File: src/prq_pkg.sv
// Shared constants, codes and types of the priority ready-queue scheduler.
`default_nettype none

package prq_pkg;

    localparam int QUEUE_DEPTH_DEF = 16;
    localparam int TASK_BITS_DEF   = 8;
    localparam int PRIO_BITS_DEF   = 8;

    localparam int ARRIVAL_BITS = 32;
    localparam int CFG_BITS     = 5;
    localparam int COUNT_BITS   = 5;
    localparam int FUNC_BITS    = 2;
    localparam int ACTION_BITS  = 3;

    typedef enum logic [FUNC_BITS-1:0] {
        FUNC_CREATE = 2'd0,
        FUNC_YIELD  = 2'd1,
        FUNC_EXIT   = 2'd2
    } t_func;

    typedef enum logic [ACTION_BITS-1:0] {
        ACT_START     = 3'd0,
        ACT_QUEUED    = 3'd1,
        ACT_SWITCH    = 3'd2,
        ACT_NONE_LEFT = 3'd3,
        ACT_FULL      = 3'd4
    } t_action;

    typedef enum logic [3:0] {
        ST_IDLE   = 4'b0001,
        ST_SCAN   = 4'b0010,
        ST_LAST   = 4'b0100,
        ST_FINISH = 4'b1000
    } t_state;

endpackage

`default_nettype wire

File: src/prq_in_if.sv
// Event channel into the scheduler: valid/ready plus the event fields.
`default_nettype none

interface prq_in_if import prq_pkg::*; #(
    parameter int TASK_BITS = TASK_BITS_DEF,
    parameter int PRIO_BITS = PRIO_BITS_DEF
) ();
    logic                 valid;
    logic                 ready;
    logic [FUNC_BITS-1:0] func;
    logic [TASK_BITS-1:0] task_id;
    logic [PRIO_BITS-1:0] priority_req;

    modport source (output valid, output func, output task_id, output priority_req,
                    input ready);
    modport sink   (input valid, input func, input task_id, input priority_req,
                    output ready);
endinterface

`default_nettype wire

File: src/prq_out_if.sv
// Result channel out of the scheduler: valid/ready plus the result fields.
`default_nettype none

interface prq_out_if import prq_pkg::*; #(
    parameter int TASK_BITS = TASK_BITS_DEF
) ();
    logic                   valid;
    logic                   ready;
    logic [ACTION_BITS-1:0] action;
    logic [TASK_BITS-1:0]   run_task;
    logic [COUNT_BITS-1:0]  waiting;
    logic [COUNT_BITS-1:0]  running;

    modport source (output valid, output action, output run_task, output waiting,
                    output running, input ready);
    modport sink   (input valid, input action, input run_task, input waiting,
                    input running, output ready);
endinterface

`default_nettype wire

File: src/prq_slot_mem.sv
// Queue slot storage: one write port, one read port with registered read data.
`default_nettype none

module prq_slot_mem import prq_pkg::*; #(
    parameter int DEPTH     = QUEUE_DEPTH_DEF,
    parameter int DATA_BITS = PRIO_BITS_DEF + TASK_BITS_DEF + ARRIVAL_BITS,
    parameter int ADDR_BITS = $clog2(DEPTH)
) (
    input  logic                 i_clk,
    input  logic                 i_we,
    input  logic [ADDR_BITS-1:0] i_waddr,
    input  logic [DATA_BITS-1:0] i_wdata,
    input  logic [ADDR_BITS-1:0] i_raddr,
    output logic [DATA_BITS-1:0] o_rdata
);

    logic [DATA_BITS-1:0] r_mem [DEPTH];
    logic [DATA_BITS-1:0] r_rdata;

    always_ff @(posedge i_clk) begin
        if (i_we) begin
            r_mem[i_waddr] <= i_wdata;
        end
        r_rdata <= r_mem[i_raddr];
    end

    assign o_rdata = r_rdata;

endmodule

`default_nettype wire

File: src/priority_ready_queue_scheduler.sv
// Top level of the priority ready-queue scheduler.
`default_nettype none

// Ready-queue scheduler: create, yield and exit events come in one item at a time and each
// gives exactly one result item. A create that finds a free worker (fewer busy workers than
// the worker limit) skips the scan: it goes from acceptance straight to the finish state,
// which loads the registered result. Every other event scans all QUEUE_DEPTH slots through
// the single read port of the slot memory, one slot per cycle into one shared comparator of
// priority and arrival, then passes the last and finish states before its result is loaded.
// A result not yet taken holds the next back in finish; the event channel is ready only in
// idle, so no new item is taken before the last one is finished. The best slot has the
// lowest priority number, then the oldest arrival, then the lowest index. The worker limit
// resets to 1; the user must write it only while the block is idle; the block does not check.
module priority_ready_queue_scheduler import prq_pkg::*; #(
    parameter int QUEUE_DEPTH = QUEUE_DEPTH_DEF,
    parameter int TASK_BITS   = TASK_BITS_DEF,
    parameter int PRIO_BITS   = PRIO_BITS_DEF
) (
    input  logic                i_clk,
    input  logic                i_rst_n,
    prq_in_if.sink              i_evt,
    prq_out_if.source           o_res,
    input  logic                i_cfg_we,
    input  logic [CFG_BITS-1:0] i_cfg_wdata
);

    localparam int IDX_BITS  = $clog2(QUEUE_DEPTH);
    localparam int CNT_BITS  = $clog2(QUEUE_DEPTH + 1);
    localparam int DATA_BITS = PRIO_BITS + TASK_BITS + ARRIVAL_BITS;
    localparam logic [IDX_BITS-1:0] LAST_IDX = IDX_BITS'(QUEUE_DEPTH - 1);

    // control state
    t_state                  r_state, n_state;
    logic [CFG_BITS-1:0]     r_worker_limit;
    logic [COUNT_BITS-1:0]   r_busy, n_busy;
    logic [CNT_BITS-1:0]     r_count, n_count;
    logic [ARRIVAL_BITS-1:0] r_arrival, n_arrival;
    logic [QUEUE_DEPTH-1:0]  r_valid;
    logic                    r_out_valid;
    logic                    r_cmp_vld;

    // current event and scan results
    t_func                   r_func, n_func;
    logic [TASK_BITS-1:0]    r_task;
    logic [PRIO_BITS-1:0]    r_prio;
    logic [IDX_BITS-1:0]     r_issue;
    logic [IDX_BITS-1:0]     r_cmp_idx;
    logic                    r_cmp_sv;
    logic                    r_best_found;
    logic [PRIO_BITS-1:0]    r_best_prio;
    logic [ARRIVAL_BITS-1:0] r_best_arr;
    logic [TASK_BITS-1:0]    r_best_task;
    logic [IDX_BITS-1:0]     r_best_idx;
    logic                    r_free_found;
    logic [IDX_BITS-1:0]     r_free_idx;

    // result register
    t_action                 r_out_action, n_action;
    logic [TASK_BITS-1:0]    r_out_run, n_run;
    logic [COUNT_BITS-1:0]   r_out_waiting;
    logic [COUNT_BITS-1:0]   r_out_running;

    logic                    evt_accept;
    logic                    fin_go;
    logic                    can_start;
    logic                    valid_set;
    logic                    valid_clr;
    logic                    mem_we;
    logic [IDX_BITS-1:0]     mem_waddr;
    logic [DATA_BITS-1:0]    mem_wdata;
    logic [DATA_BITS-1:0]    mem_rdata;
    logic [PRIO_BITS-1:0]    rd_prio;
    logic [TASK_BITS-1:0]    rd_task;
    logic [ARRIVAL_BITS-1:0] rd_arr;
    logic [PRIO_BITS-1:0]    cand_prio;
    logic [ARRIVAL_BITS-1:0] cand_arr;
    logic                    cand_better;

    prq_slot_mem #(
        .DEPTH     (QUEUE_DEPTH),
        .DATA_BITS (DATA_BITS),
        .ADDR_BITS (IDX_BITS)
    ) u_slot_mem (
        .i_clk   (i_clk),
        .i_we    (mem_we),
        .i_waddr (mem_waddr),
        .i_wdata (mem_wdata),
        .i_raddr (r_issue),
        .o_rdata (mem_rdata)
    );

    assign rd_prio = mem_rdata[DATA_BITS-1 -: PRIO_BITS];
    assign rd_task = mem_rdata[ARRIVAL_BITS +: TASK_BITS];
    assign rd_arr  = mem_rdata[ARRIVAL_BITS-1:0];

    assign i_evt.ready = (r_state == ST_IDLE);
    assign evt_accept  = i_evt.valid && (r_state == ST_IDLE);
    assign fin_go      = (r_state == ST_FINISH) && (!r_out_valid || o_res.ready);
    assign can_start   = (r_busy < r_worker_limit);
    assign mem_wdata   = {r_prio, r_task, r_arrival};

    // fold the unused code into exit
    always_comb begin
        case (i_evt.func)
            FUNC_CREATE: n_func = FUNC_CREATE;
            FUNC_YIELD:  n_func = FUNC_YIELD;
            default:     n_func = FUNC_EXIT;
        endcase
    end

    // shared comparator: slot read data during the scan, the yielding caller at finish
    always_comb begin
        if (r_state == ST_FINISH) begin
            cand_prio = r_prio;
            cand_arr  = r_arrival;
        end else begin
            cand_prio = rd_prio;
            cand_arr  = rd_arr;
        end
        cand_better = !r_best_found || (cand_prio < r_best_prio) ||
                      ((cand_prio == r_best_prio) && (cand_arr < r_best_arr));
    end

    always_comb begin
        n_state   = r_state;
        n_busy    = r_busy;
        n_count   = r_count;
        n_arrival = r_arrival;
        n_action  = ACT_SWITCH;
        n_run     = '0;
        mem_we    = 1'b0;
        mem_waddr = r_best_idx;
        valid_set = 1'b0;
        valid_clr = 1'b0;
        case (r_state)
            ST_IDLE: begin
                if (evt_accept) begin
                    n_state = ((n_func == FUNC_CREATE) && can_start) ? ST_FINISH : ST_SCAN;
                end
            end
            ST_SCAN: begin
                if (r_issue == LAST_IDX) begin
                    n_state = ST_LAST;
                end
            end
            ST_LAST: begin
                n_state = ST_FINISH;
            end
            ST_FINISH: begin
                if (fin_go) begin
                    n_state = ST_IDLE;
                    case (r_func)
                        FUNC_CREATE: begin
                            if (can_start) begin
                                n_busy   = r_busy + 1'b1;
                                n_action = ACT_START;
                                n_run    = r_task;
                            end else if (!r_free_found) begin
                                n_action = ACT_FULL;
                            end else begin
                                mem_we    = 1'b1;
                                mem_waddr = r_free_idx;
                                valid_set = 1'b1;
                                n_count   = r_count + 1'b1;
                                n_arrival = r_arrival + 1'b1;
                                n_action  = ACT_QUEUED;
                            end
                        end
                        FUNC_YIELD: begin
                            n_arrival = r_arrival + 1'b1;
                            if (cand_better) begin
                                n_run = r_task;
                            end else begin
                                // caller takes over the winner's slot
                                n_run  = r_best_task;
                                mem_we = 1'b1;
                            end
                        end
                        default: begin
                            if (!r_best_found) begin
                                n_action = ACT_NONE_LEFT;
                                if (r_busy != '0) begin
                                    n_busy = r_busy - 1'b1;
                                end
                            end else begin
                                n_run     = r_best_task;
                                valid_clr = 1'b1;
                                n_count   = r_count - 1'b1;
                            end
                        end
                    endcase
                end
            end
            default: n_state = ST_IDLE;
        endcase
    end

    always_ff @(posedge i_clk) begin
        if (!i_rst_n) begin
            r_state        <= ST_IDLE;
            r_worker_limit <= CFG_BITS'(1);
            r_busy         <= '0;
            r_count        <= '0;
            r_arrival      <= '0;
            r_valid        <= '0;
            r_out_valid    <= 1'b0;
            r_cmp_vld      <= 1'b0;
        end else begin
            if (i_cfg_we) begin
                r_worker_limit <= i_cfg_wdata;
            end
            r_state   <= n_state;
            r_busy    <= n_busy;
            r_count   <= n_count;
            r_arrival <= n_arrival;
            r_cmp_vld <= (r_state == ST_SCAN);
            if (valid_set) begin
                r_valid[r_free_idx] <= 1'b1;
            end
            if (valid_clr) begin
                r_valid[r_best_idx] <= 1'b0;
            end
            if (fin_go) begin
                r_out_valid <= 1'b1;
            end else if (o_res.ready) begin
                r_out_valid <= 1'b0;
            end
        end
    end

    always_ff @(posedge i_clk) begin
        r_cmp_idx <= r_issue;
        r_cmp_sv  <= r_valid[r_issue];
        if (evt_accept) begin
            r_func       <= n_func;
            r_task       <= i_evt.task_id;
            r_prio       <= i_evt.priority_req;
            r_issue      <= '0;
            r_best_found <= 1'b0;
            r_free_found <= 1'b0;
        end else begin
            if (r_state == ST_SCAN) begin
                r_issue <= r_issue + 1'b1;
            end
            if (r_cmp_vld && r_cmp_sv && cand_better) begin
                r_best_found <= 1'b1;
                r_best_prio  <= rd_prio;
                r_best_arr   <= rd_arr;
                r_best_task  <= rd_task;
                r_best_idx   <= r_cmp_idx;
            end
            // first empty slot wins
            if (r_cmp_vld && !r_cmp_sv && !r_free_found) begin
                r_free_found <= 1'b1;
                r_free_idx   <= r_cmp_idx;
            end
        end
        if (fin_go) begin
            r_out_action  <= n_action;
            r_out_run     <= n_run;
            r_out_waiting <= COUNT_BITS'(n_count);
            r_out_running <= n_busy;
        end
    end

    assign o_res.valid    = r_out_valid;
    assign o_res.action   = r_out_action;
    assign o_res.run_task = r_out_run;
    assign o_res.waiting  = r_out_waiting;
    assign o_res.running  = r_out_running;

`ifndef SYNTHESIS
    a_count_matches_valid: assert property (@(posedge i_clk) disable iff (!i_rst_n)
        $countones(r_valid) == r_count)
        else $error("queue fill count differs from the number of valid slots");

    a_accept_blocks: assert property (@(posedge i_clk) disable iff (!i_rst_n)
        (i_evt.valid && i_evt.ready) |=> !i_evt.ready)
        else $error("event channel still ready after an item was taken");

    a_finish_loads_result: assert property (@(posedge i_clk) disable iff (!i_rst_n)
        fin_go |=> (r_out_valid && (r_state == ST_IDLE)))
        else $error("finished event did not present a result");
`endif

endmodule

`default_nettype wire
File: src/flat_wrapper.sv
// flat-port wrapper written by rule: the top's interface ports become plain ports
module priority_ready_queue_scheduler_flat import prq_pkg::*;
#(
    parameter int QUEUE_DEPTH = QUEUE_DEPTH_DEF,
    parameter int TASK_BITS   = TASK_BITS_DEF,
    parameter int PRIO_BITS   = PRIO_BITS_DEF
)
  (i_clk, i_rst_n, i_cfg_we, i_cfg_wdata, i_evt_valid, i_evt_func, i_evt_task_id, i_evt_priority_req, i_evt_ready, o_res_valid, o_res_action, o_res_run_task, o_res_waiting, o_res_running, o_res_ready);
  prq_in_if #(.TASK_BITS(TASK_BITS), .PRIO_BITS(PRIO_BITS)) i_evt_i ();
  prq_out_if #(.TASK_BITS(TASK_BITS)) o_res_i ();
  input  logic i_clk;
  input  logic i_rst_n;
  input  logic i_cfg_we;
  input  logic [CFG_BITS-1:0] i_cfg_wdata;
  input wire logic [$bits(i_evt_i.valid)-1:0] i_evt_valid;
  input wire logic [$bits(i_evt_i.func)-1:0] i_evt_func;
  input wire logic [$bits(i_evt_i.task_id)-1:0] i_evt_task_id;
  input wire logic [$bits(i_evt_i.priority_req)-1:0] i_evt_priority_req;
  output wire logic [$bits(i_evt_i.ready)-1:0] i_evt_ready;
  output wire logic [$bits(o_res_i.valid)-1:0] o_res_valid;
  output wire logic [$bits(o_res_i.action)-1:0] o_res_action;
  output wire logic [$bits(o_res_i.run_task)-1:0] o_res_run_task;
  output wire logic [$bits(o_res_i.waiting)-1:0] o_res_waiting;
  output wire logic [$bits(o_res_i.running)-1:0] o_res_running;
  input wire logic [$bits(o_res_i.ready)-1:0] o_res_ready;
  assign i_evt_i.valid = i_evt_valid;
  assign i_evt_i.func = i_evt_func;
  assign i_evt_i.task_id = i_evt_task_id;
  assign i_evt_i.priority_req = i_evt_priority_req;
  assign i_evt_ready = i_evt_i.ready;
  assign o_res_valid = o_res_i.valid;
  assign o_res_action = o_res_i.action;
  assign o_res_run_task = o_res_i.run_task;
  assign o_res_waiting = o_res_i.waiting;
  assign o_res_running = o_res_i.running;
  assign o_res_i.ready = o_res_ready;
  priority_ready_queue_scheduler #(.QUEUE_DEPTH(QUEUE_DEPTH), .TASK_BITS(TASK_BITS), .PRIO_BITS(PRIO_BITS)) u_core (.i_clk(i_clk), .i_rst_n(i_rst_n), .i_evt(i_evt_i), .o_res(o_res_i), .i_cfg_we(i_cfg_we), .i_cfg_wdata(i_cfg_wdata));
endmodule
File: config.mk
export PLATFORM = sky130hd
export DESIGN_NAME = priority_ready_queue_scheduler_flat
export DESIGN_NICKNAME = d
export VERILOG_FILES = /design/src/prq_pkg.sv /design/src/prq_in_if.sv /design/src/prq_out_if.sv /design/src/prq_slot_mem.sv /design/src/priority_ready_queue_scheduler.sv /design/src/flat_wrapper.sv
export SDC_FILE = /design/constraint.sdc
export NUM_CORES = 1
export LEC_CHECK = 0
export BUFFER_PORTS_ARGS = -buffer_cell sky130_fd_sc_hd__buf_4
export CAP_MARGIN = 20
export CORE_MARGIN = 2
export CORE_UTILIZATION = 40
export DETAILED_ROUTE_END_ITERATION = 6
export PLACE_DENSITY = 0.65
export SYNTH_ARGS = -nofsm -noshare
export SYNTH_HDL_FRONTEND = slang
export SYNTH_SLANG_ARGS = --single-unit
File: constraint.sdc
create_clock -name i_clk -period 10 [get_ports i_clk]
set_clock_uncertainty 0.1 [all_clocks]
set_input_delay 0 -clock i_clk [delete_from_list [all_inputs] [get_ports i_clk]]
set_output_delay 0 -clock i_clk [all_outputs]
set_load 0.01 [all_outputs]
# Word-level counts from Yosys, hierarchy flattened
# Memory sizes are Yosys's and may differ from the RTL's. A register that Yosys moved wholly into a read port is not among the register bits.
# Cells that the tools add are included.
# totals
regBits	175
mem_bits_rw	768
input_bits	28
out_inout_bits	23
elab_cells	147
memories	1
# memory_table
name	words	width	read_ports	rd_clocked_by_memory_dff	write_ports	line	source
u_core.u_slot_mem.r_mem	16	48	1	1	1	prq_slot_mem.sv:17	logic [DATA_BITS-1:0] r_mem [DEPTH];
# classes
addsub	6
magnitude_cmp	8
n_eq_ne	13
mux	62
bitwise_logic	4
reduce_logical	28
# op_table
op	count
two-way mux 32 bit	3
case mux 32 bit (2 select lines)	1
two-way mux 5 bit	10
two-way mux 16 bit	3
two-way mux 4 bit	9
adder 32 x 1 -> 32 bit (second input constant)	1
< comparator 32 bit	1
two-way mux 8 bit	4
two-way mux 1 bit	20
case mux 5 bit (2 select lines)	2
AND 16 bit	1
NOT 16 bit	1
OR 16 bit	1
case mux 4 bit (4 select lines)	1
case mux 8 bit (2 select lines)	1
< comparator 4 x 5 -> 1 bit (second input constant)	3
adder 5 x 1 -> 5 bit (second input constant)	2
logical AND 1 bit	10
subtractor 5 x 1 -> 5 bit (second input constant)	2
demux 1 bit (select 4 bit)	2
== test 4 bit (second input constant)	2
== test 8 bit	1
>= comparator 4 x 1 -> 1 bit (second input constant)	2
< comparator 8 bit	1
23 further kinds	37

# Longest topological paths before layout
# logic_depth
depth_word	11
mapped_depth	15
mapped_depth_nobuf	12

# Modules after synthesis
# Synthesis repeated with hierarchy kept, for this count alone.
# hier_totals
cells_unflattened	2104
area_unflattened_um2	38350.5
# modules_own_cells
mod	instances	cells_each	area_each_um2	seq_area_each_um2
prq_slot_mem	1	1242	29691.0	24023.0
priority_ready_queue_scheduler	1	862	8659.6	4454.3

# Worst setup path after synthesis
# OpenSTA, ideal clock, no wires.
# synth_timing
kind	reg2reg
startpoint	register u_core.r_state[0]
endpoint	memory u_core.u_slot_mem.r_mem[13][0] in the netlist's numbering (enable)
setup_time_ns	0.573
t_arrival_ns	7.808
required_ns	9.327
slack_ns	1.519
path_stages_with_launch	15
path_buffers	3
period_less_slack_ns	8.481
path_cell_list	dfxtp_1 -> nor4b_4 -> clkbuf_1 -> clkbuf_1 -> nand2_1 -> nand2_1 -> ha_1 -> nand3_2 -> or3_1 -> or4_1 -> o22a_1 -> a21oi_4 -> nor2_4 -> buf_6 -> nor4_1
# synth_via
elab_chain_cells	11
elab_cells_between_ends	18
cone_classes	order compare (2); eq/ne (2); mux (10); reduce/logical (4)
# synth_rtl
item	line	source
from (decl)	priority_ready_queue_scheduler.sv:33	t_state r_state, n_state;
from (signal assigned)	priority_ready_queue_scheduler.sv:212	r_state <= n_state;
== test 4 bit *	priority_ready_queue_scheduler.sv:98, priority_ready_queue_scheduler.sv:113, priority_ready_queue_scheduler.sv:135	
two-way mux 32 bit or two-way mux 8 bit (tied branches)	priority_ready_queue_scheduler.sv:113	if (r_state == ST_FINISH) begin
< comparator 32 bit (tied with other cells)	priority_ready_queue_scheduler.sv:121	((cand_prio == r_best_prio) && (cand_arr < r_best_arr));
logical AND 1 bit or logical OR 1 bit (tied branches)	priority_ready_queue_scheduler.sv:121, priority_ready_queue_scheduler.sv:120	
logical OR 1 bit	priority_ready_queue_scheduler.sv:120	cand_better = !r_best_found || (cand_prio < r_best_prio) ||
two-way mux 1 bit	priority_ready_queue_scheduler.sv:171	if (cand_better) begin
case mux 1 bit (2 select lines)	priority_ready_queue_scheduler.sv:152	case (r_func)
two-way mux 1 bit	priority_ready_queue_scheduler.sv:150	if (fin_go) begin
two-way mux 1 bit	priority_ready_queue_scheduler.sv:135	case (r_state)
two-way mux 1 bit	prq_slot_mem.sv:21	if (i_we) begin
two-way mux 1 bit (not written as such)	prq_slot_mem.sv:22	r_mem[i_waddr] <= i_wdata;
to (decl)	prq_slot_mem.sv:17	
# Mark *: on every way between the ends. The rest lies on a longest branch, timed or not.

# Final worst setup path
# layout_timing
startpoint	register u_core.r_state[3]
endpoint	memory u_core.u_slot_mem.r_mem[9][31] in the netlist's numbering (enable)
# layout_via
elab_cells_between_ends	18
cone_classes	order compare (2); eq/ne (2); mux (10); reduce/logical (4)
# layout_lines
item	line	source
== test 4 bit *	priority_ready_queue_scheduler.sv:98	assign fin_go = (r_state == ST_FINISH) && (!r_out_valid || o_res.ready);
logical AND 1 bit *	priority_ready_queue_scheduler.sv:98	
named net u_core.fin_go	priority_ready_queue_scheduler.sv:64	logic fin_go;
two-way mux 1 bit	priority_ready_queue_scheduler.sv:150	
two-way mux 1 bit	priority_ready_queue_scheduler.sv:135	
two-way mux 1 bit	prq_slot_mem.sv:21	
two-way mux 1 bit (not written as such)	prq_slot_mem.sv:22	
# Mark *: on every way through the listed nets, which the timed path passes. The rest lies on a longest branch.

==> results by stage <==
Run status:
- The run finished with clean final reports.

Yosys:
- The Yosys step of the flow raised 0 warnings.
- The number of different library cells in the post-synthesis netlist is 63.
- The part of the Yosys area used for sequential elements is 0.743.
- For this run, the leading register cell type out of synthesis is sky130_fd_sc_hd__edfxtp_1.
- The share of flip-flops with an asynchronous set or reset is 0.
- The number of flip-flops and latches in the synthesized netlist is 991.
- The synthesized netlist occupies a cell area of 38300 um^2.
- The synthesized area divided by synthesized cell count is 19.3 um^2.
- The net count after synthesis is 2062.
- Synthesis produced 1985 cells.
- In this run, synthesis inferred 863 flip-flops with an integrated enable.

Worst setup path:
- The internal reg-to-reg setup slack is 4.59 ns.
- STA puts the critical path data arrival time at 5.60 ns.
- The endpoint identified for the worst register-to-register timing path is u_core.u_slot_mem.r_mem[9][31].
- The worst setup path is captured at a flip-flop.
- In this run the worst path has a maximum fanout of 49.
- On the worst path, the slowest cell contributes a delay of 0.84 ns.
- The slowest cell on the critical path is sky130_fd_sc_hd__nor4_2.
- The critical path start-end classification is flip-flop to flip-flop.
- The kind of launch point of the worst setup path is a flip-flop.
- The required time of the critical path is 10.19 ns.
- Measured in cells, the most critical reg-to-reg path has a length of 10.
- Walking the worst path, the cells encountered are nor4b_4 -> buf_4 -> nand2_2 -> inv_1 -> nand3_1 -> nor2_2 -> nand3b_1 -> o21a_1 -> nor4_2 -> buf_4.
- The startpoint identified for the worst register-to-register timing path is u_core.r_state[3].
- The most numerous cell type found on the critical path is sky130_fd_sc_hd__buf_4.

Hold path:
- The startpoint of the most critical hold path is i_evt_valid.
- The tightest min-delay check is of the input port to flip-flop type.
- The worst hold path endpoint is u_core.r_best_found.
- The worst hold path was traced through 3 stages.

Drt:
- In the routed layout, each cell is associated on average with a via count of 5.53.
- In the routed design, unresolved DRC markers number 0.
- In this run, the number of DRC markers left after iteration 0 of detailed routing was 2046.
- The average wire per cell in the routed design is 23.8 um.
- Once detail routing completed, the nets flagged for antenna violations numbered 0.
- The first detailed-routing pass ran for 5 iterations.
- The total detailed-routing wirelength is 82700 um.
- The final route contains 19.2k vias.

Place:
- The count of port buffers added during placement is 50.
- The half-perimeter wire length after placement is 45500 um.
- The final weighted congestion in routability-driven placement is 0.810.

Timing:
- Setup violations remaining at the end of the flow were counted as 0.
- The time the worst path needs with I/O delays and setup is 5.41 ns.
- Setup total negative slack on the finished layout was measured at 0 ns.
- The number of max-slew violations in the final report was 0.
- Dividing the final minimum period by the clock period gives 0.541.
- The tightest hold path in the finished design has a slack of 0.0481 ns.
- For the pin with the worst max-slew slack, the measured transition is 1.13 ns.
- Setup repair after global routing left no endpoint under its margin.
- The headroom to the max-slew limit is 0.246.
- The number of hold-slack violations in the final timing report is 0.
- The highest clock rate is 185 MHz.

Clocking:
- The clock input transition at the sequential cells of the worst setup and hold paths is 0.06 ns.
- The number of H-tree levels is 3.
- The root buffer cell is sky130_fd_sc_hd__clkbuf_16.
- For the worst-skew pair, the clock arrives at the later sink with an insertion delay of 0.65 ns.
- Once the clock tree was built, the resizer swapped 0 gates to a different size.
- The clock net in this run drives a total of 991 sinks.
- The CTS tree is yes.
- The number of setup buffers added after CTS is 0.
- The clock passes through at most 3 buffers.
- The total clock buffers created by CTS is 97.

Power:
- The peak supply drop is 0.133 mV.
- The total power divided by cell area is 188 nW/um^2.
- The analysis attributes to cell leakage a power of 12.6 nW.

Floorplanning:
- The floorplan step defined a die boundary enclosing 98300 um^2.
- The total I/O pin count is 51.
- The initialized floorplan defines 113 standard-cell rows.
- The area inside the core boundary is 95000 um^2.
- The die span in x is 314 um.
- For this configuration, the core starts out at a cell density of 0.403.
- The die is 314 um tall.

GRT:
- The final global-route overflow total is 0.
- The wire length of the first global-routing pass is 126000 um.
- Entering global routing, the biggest net connects 115 pins.
- The via count of the first global-routing pass is 20.1k.
- For this run, the total global-route usage over all layers was measured as 0.170.
- The initial antenna violation count is 0.

Job:
- Max-cap violations in this run came to 0.

Final layout:
- The final net count is 2207.
- Compared with the post-synthesis result, the final layout area differs by 14.9%.
- The repair_antennas step left the layout with diodes totalling 0.
- The fraction of final layout cells with drive strength greater than 1 is 0.238.
==> cells in the final DEF, fill, tap and decap left out, types with 15 or more instances in the layout <==
cell / Yosys / final
sky130_fd_sc_hd__edfxtp_1: 863 / 863
sky130_fd_sc_hd__mux4_2: 245 / 245
sky130_fd_sc_hd__nand2_1: 142 / 142
sky130_fd_sc_hd__dfxtp_1: 128 / 124
sky130_fd_sc_hd__clkbuf_16: 0 / 101
sky130_fd_sc_hd__buf_4: 0 / 87
sky130_fd_sc_hd__nor2_1: 69 / 69
sky130_fd_sc_hd__inv_1: 56 / 56
sky130_fd_sc_hd__ha_1: 49 / 49
sky130_fd_sc_hd__dlygate4sd3_1: 0 / 48
sky130_fd_sc_hd__o21ai_0: 35 / 35
sky130_fd_sc_hd__a21oi_1: 33 / 32
sky130_fd_sc_hd__xnor2_1: 22 / 22
sky130_fd_sc_hd__nand3_1: 22 / 22
sky130_fd_sc_hd__clkinv_2: 0 / 22
sky130_fd_sc_hd__clkbuf_1: 63 / 18
sky130_fd_sc_hd__nor3_1: 18 / 17
sky130_fd_sc_hd__nand4_1: 16 / 16
sky130_fd_sc_hd__nor4_2: 0 / 16
sky130_fd_sc_hd__clkinv_1: 1 / 16
sky130_fd_sc_hd__nand2b_1: 16 / 15
sky130_fd_sc_hd__and2_1: 16 / 15
==> through the flow <==
step                      cells  utilization  instance area (um^2)  total power [mW]  setup slack [ns]
after floorplan            1985            -                 38300              4.69              1.52
after global placement     3246        0.425                 40300              4.74              4.90
after detailed placement   3246        0.425                 40300              4.75              4.58
after CTS                  3475        0.463                 44000              8.37              4.50
after global routing       3477        0.464                 44000              8.53              4.16
final                      3477        0.464                 44000              8.29              4.59
==> power breakdown <==
group,leakage [nW],internal [mW],switching [mW]
combinational,3.40,0.0824,0.0839
clock,1.57,2.12,1.50
sequential,7.68,4.47,0.0342
total,12.6,6.67,1.62
==> Yosys cell counts (3+ instances only) <==
cell type | count | area share
sky130_fd_sc_hd__buf_2 | 7 | 0.00091
sky130_fd_sc_hd__o21ai_0 | 35 | 0.0046
sky130_fd_sc_hd__dfxtp_1 | 128 | 0.067
sky130_fd_sc_hd__o21a_1 | 4 | 0.00078
sky130_fd_sc_hd__or4_1 | 3 | 0.00059
sky130_fd_sc_hd__mux4_2 | 245 | 0.14
sky130_fd_sc_hd__nand4_1 | 16 | 0.0026
sky130_fd_sc_hd__buf_1 | 21 | 0.0021
sky130_fd_sc_hd__clkbuf_1 | 63 | 0.0062
sky130_fd_sc_hd__ha_1 | 49 | 0.016
sky130_fd_sc_hd__o211ai_1 | 3 | 0.00059
sky130_fd_sc_hd__nor2_1 | 69 | 0.0068
sky130_fd_sc_hd__a22oi_1 | 4 | 0.00078
sky130_fd_sc_hd__nor3b_1 | 5 | 0.00098
sky130_fd_sc_hd__a221oi_1 | 3 | 0.00069
sky130_fd_sc_hd__xor2_1 | 7 | 0.0016
sky130_fd_sc_hd__nand3_1 | 22 | 0.0029
sky130_fd_sc_hd__or3_1 | 14 | 0.0023
sky130_fd_sc_hd__nor4b_1 | 5 | 0.0011
sky130_fd_sc_hd__inv_1 | 56 | 0.0055
sky130_fd_sc_hd__and4_1 | 3 | 0.00069
sky130_fd_sc_hd__a21oi_1 | 33 | 0.0043
sky130_fd_sc_hd__nor2b_1 | 5 | 0.00082
sky130_fd_sc_hd__a21o_1 | 3 | 0.00059
sky130_fd_sc_hd__a32o_1 | 8 | 0.0021
sky130_fd_sc_hd__mux2i_1 | 14 | 0.0037
sky130_fd_sc_hd__a31oi_1 | 5 | 0.00082
sky130_fd_sc_hd__nor3_1 | 18 | 0.0024
sky130_fd_sc_hd__nor4_1 | 29 | 0.0047
sky130_fd_sc_hd__and3_1 | 7 | 0.0011
sky130_fd_sc_hd__nand2b_1 | 16 | 0.0026
sky130_fd_sc_hd__edfxtp_1 | 863 | 0.68
sky130_fd_sc_hd__nand2_1 | 142 | 0.014
sky130_fd_sc_hd__o221a_2 | 12 | 0.0035
sky130_fd_sc_hd__xnor2_1 | 22 | 0.0050
sky130_fd_sc_hd__and2_1 | 16 | 0.0026
==> flip-flops by register name (all words and copies together) (netlist names), 16 cells and up <==
| signal | count |
|---|---|
| u_core.r_best_arr | 32 |
| u_core.r_arrival | 32 |
| u_core.r_valid | 16 |
| u_core.u_slot_mem.o_rdata | 48 |
| u_core.u_slot_mem.r_mem | 768 |
==> routing by layer <==
metal / part of all wire / vias up / track usage
met5: 0 / - / 0
met4: 0.027 / 0 / 0.0522
met3: 0.054 / 150 / 0.0245
met2: 0.48 / 612 / 0.276
met1: 0.44 / 10200 / 0.239
li1: - / 8301 / -
==> what timing repair did <==
action | 4_1_cts | 5_1_grt
endpoints found under the hold margin | 59 | 0
setup endpoints to repair | 0 | 0
hold buffers | 48 | 0
==> final cells by class <==
class / count / area [um^2]
inverter: 57 / 214
tap: 1265 / 1580
sequential: 991 / 28500
timing repair buffer: 138 / 1190
fill: 7879 / 51000
clock buffer: 128 / 2720
multi-input combinational: 845 / 9380
clock inverter: 53 / 470
==> how the worst max path moves through the flow <==
stage | startpoint | to | cells past startpoint | slack (ns)
4_1_cts | u_core.r_state[0] | u_core.u_slot_mem.r_mem[9][47] | 10 | 4.50
3_5_place_dp | u_core.r_state[0] | u_core.u_slot_mem.r_mem[9][44] | 10 | 4.58
2_1_floorplan | u_core.r_state[0] | u_core.u_slot_mem.r_mem[13][0] | 14 | 1.52
5_1_grt | u_core.r_state[3] | u_core.u_slot_mem.r_mem[9][24] | 10 | 4.16
6_report | u_core.r_state[3] | u_core.u_slot_mem.r_mem[9][31] | 10 | 4.59
3_3_place_gp | u_core.r_state[0] | u_core.u_slot_mem.r_mem[9][31] | 10 | 4.90
==> cell families after synthesis <==
| family | count (synthesis) | synth area share |
|---|---|---|
| compound gates | 128 | 0.0228 |
| mux | 259 | 0.148 |
| flops | 991 | 0.743 |
| buf+inv | 149 | 0.0150 |
| xor+xnor | 29 | 0.00663 |
| fa+ha+maj | 49 | 0.0160 |
| simple gates | 380 | 0.0487 |
==> critical path: cells and delay by family, from the launching register on <==
kind | cells | cell delay, ns
and+or+nand+nor | 6 | 2.37
buffers and inverters | 3 | 1.86
DFF | 1 | 0.42
AOI/OAI and AO/OA | 1 | 0.27
Power figures use the tool's default switching activity.
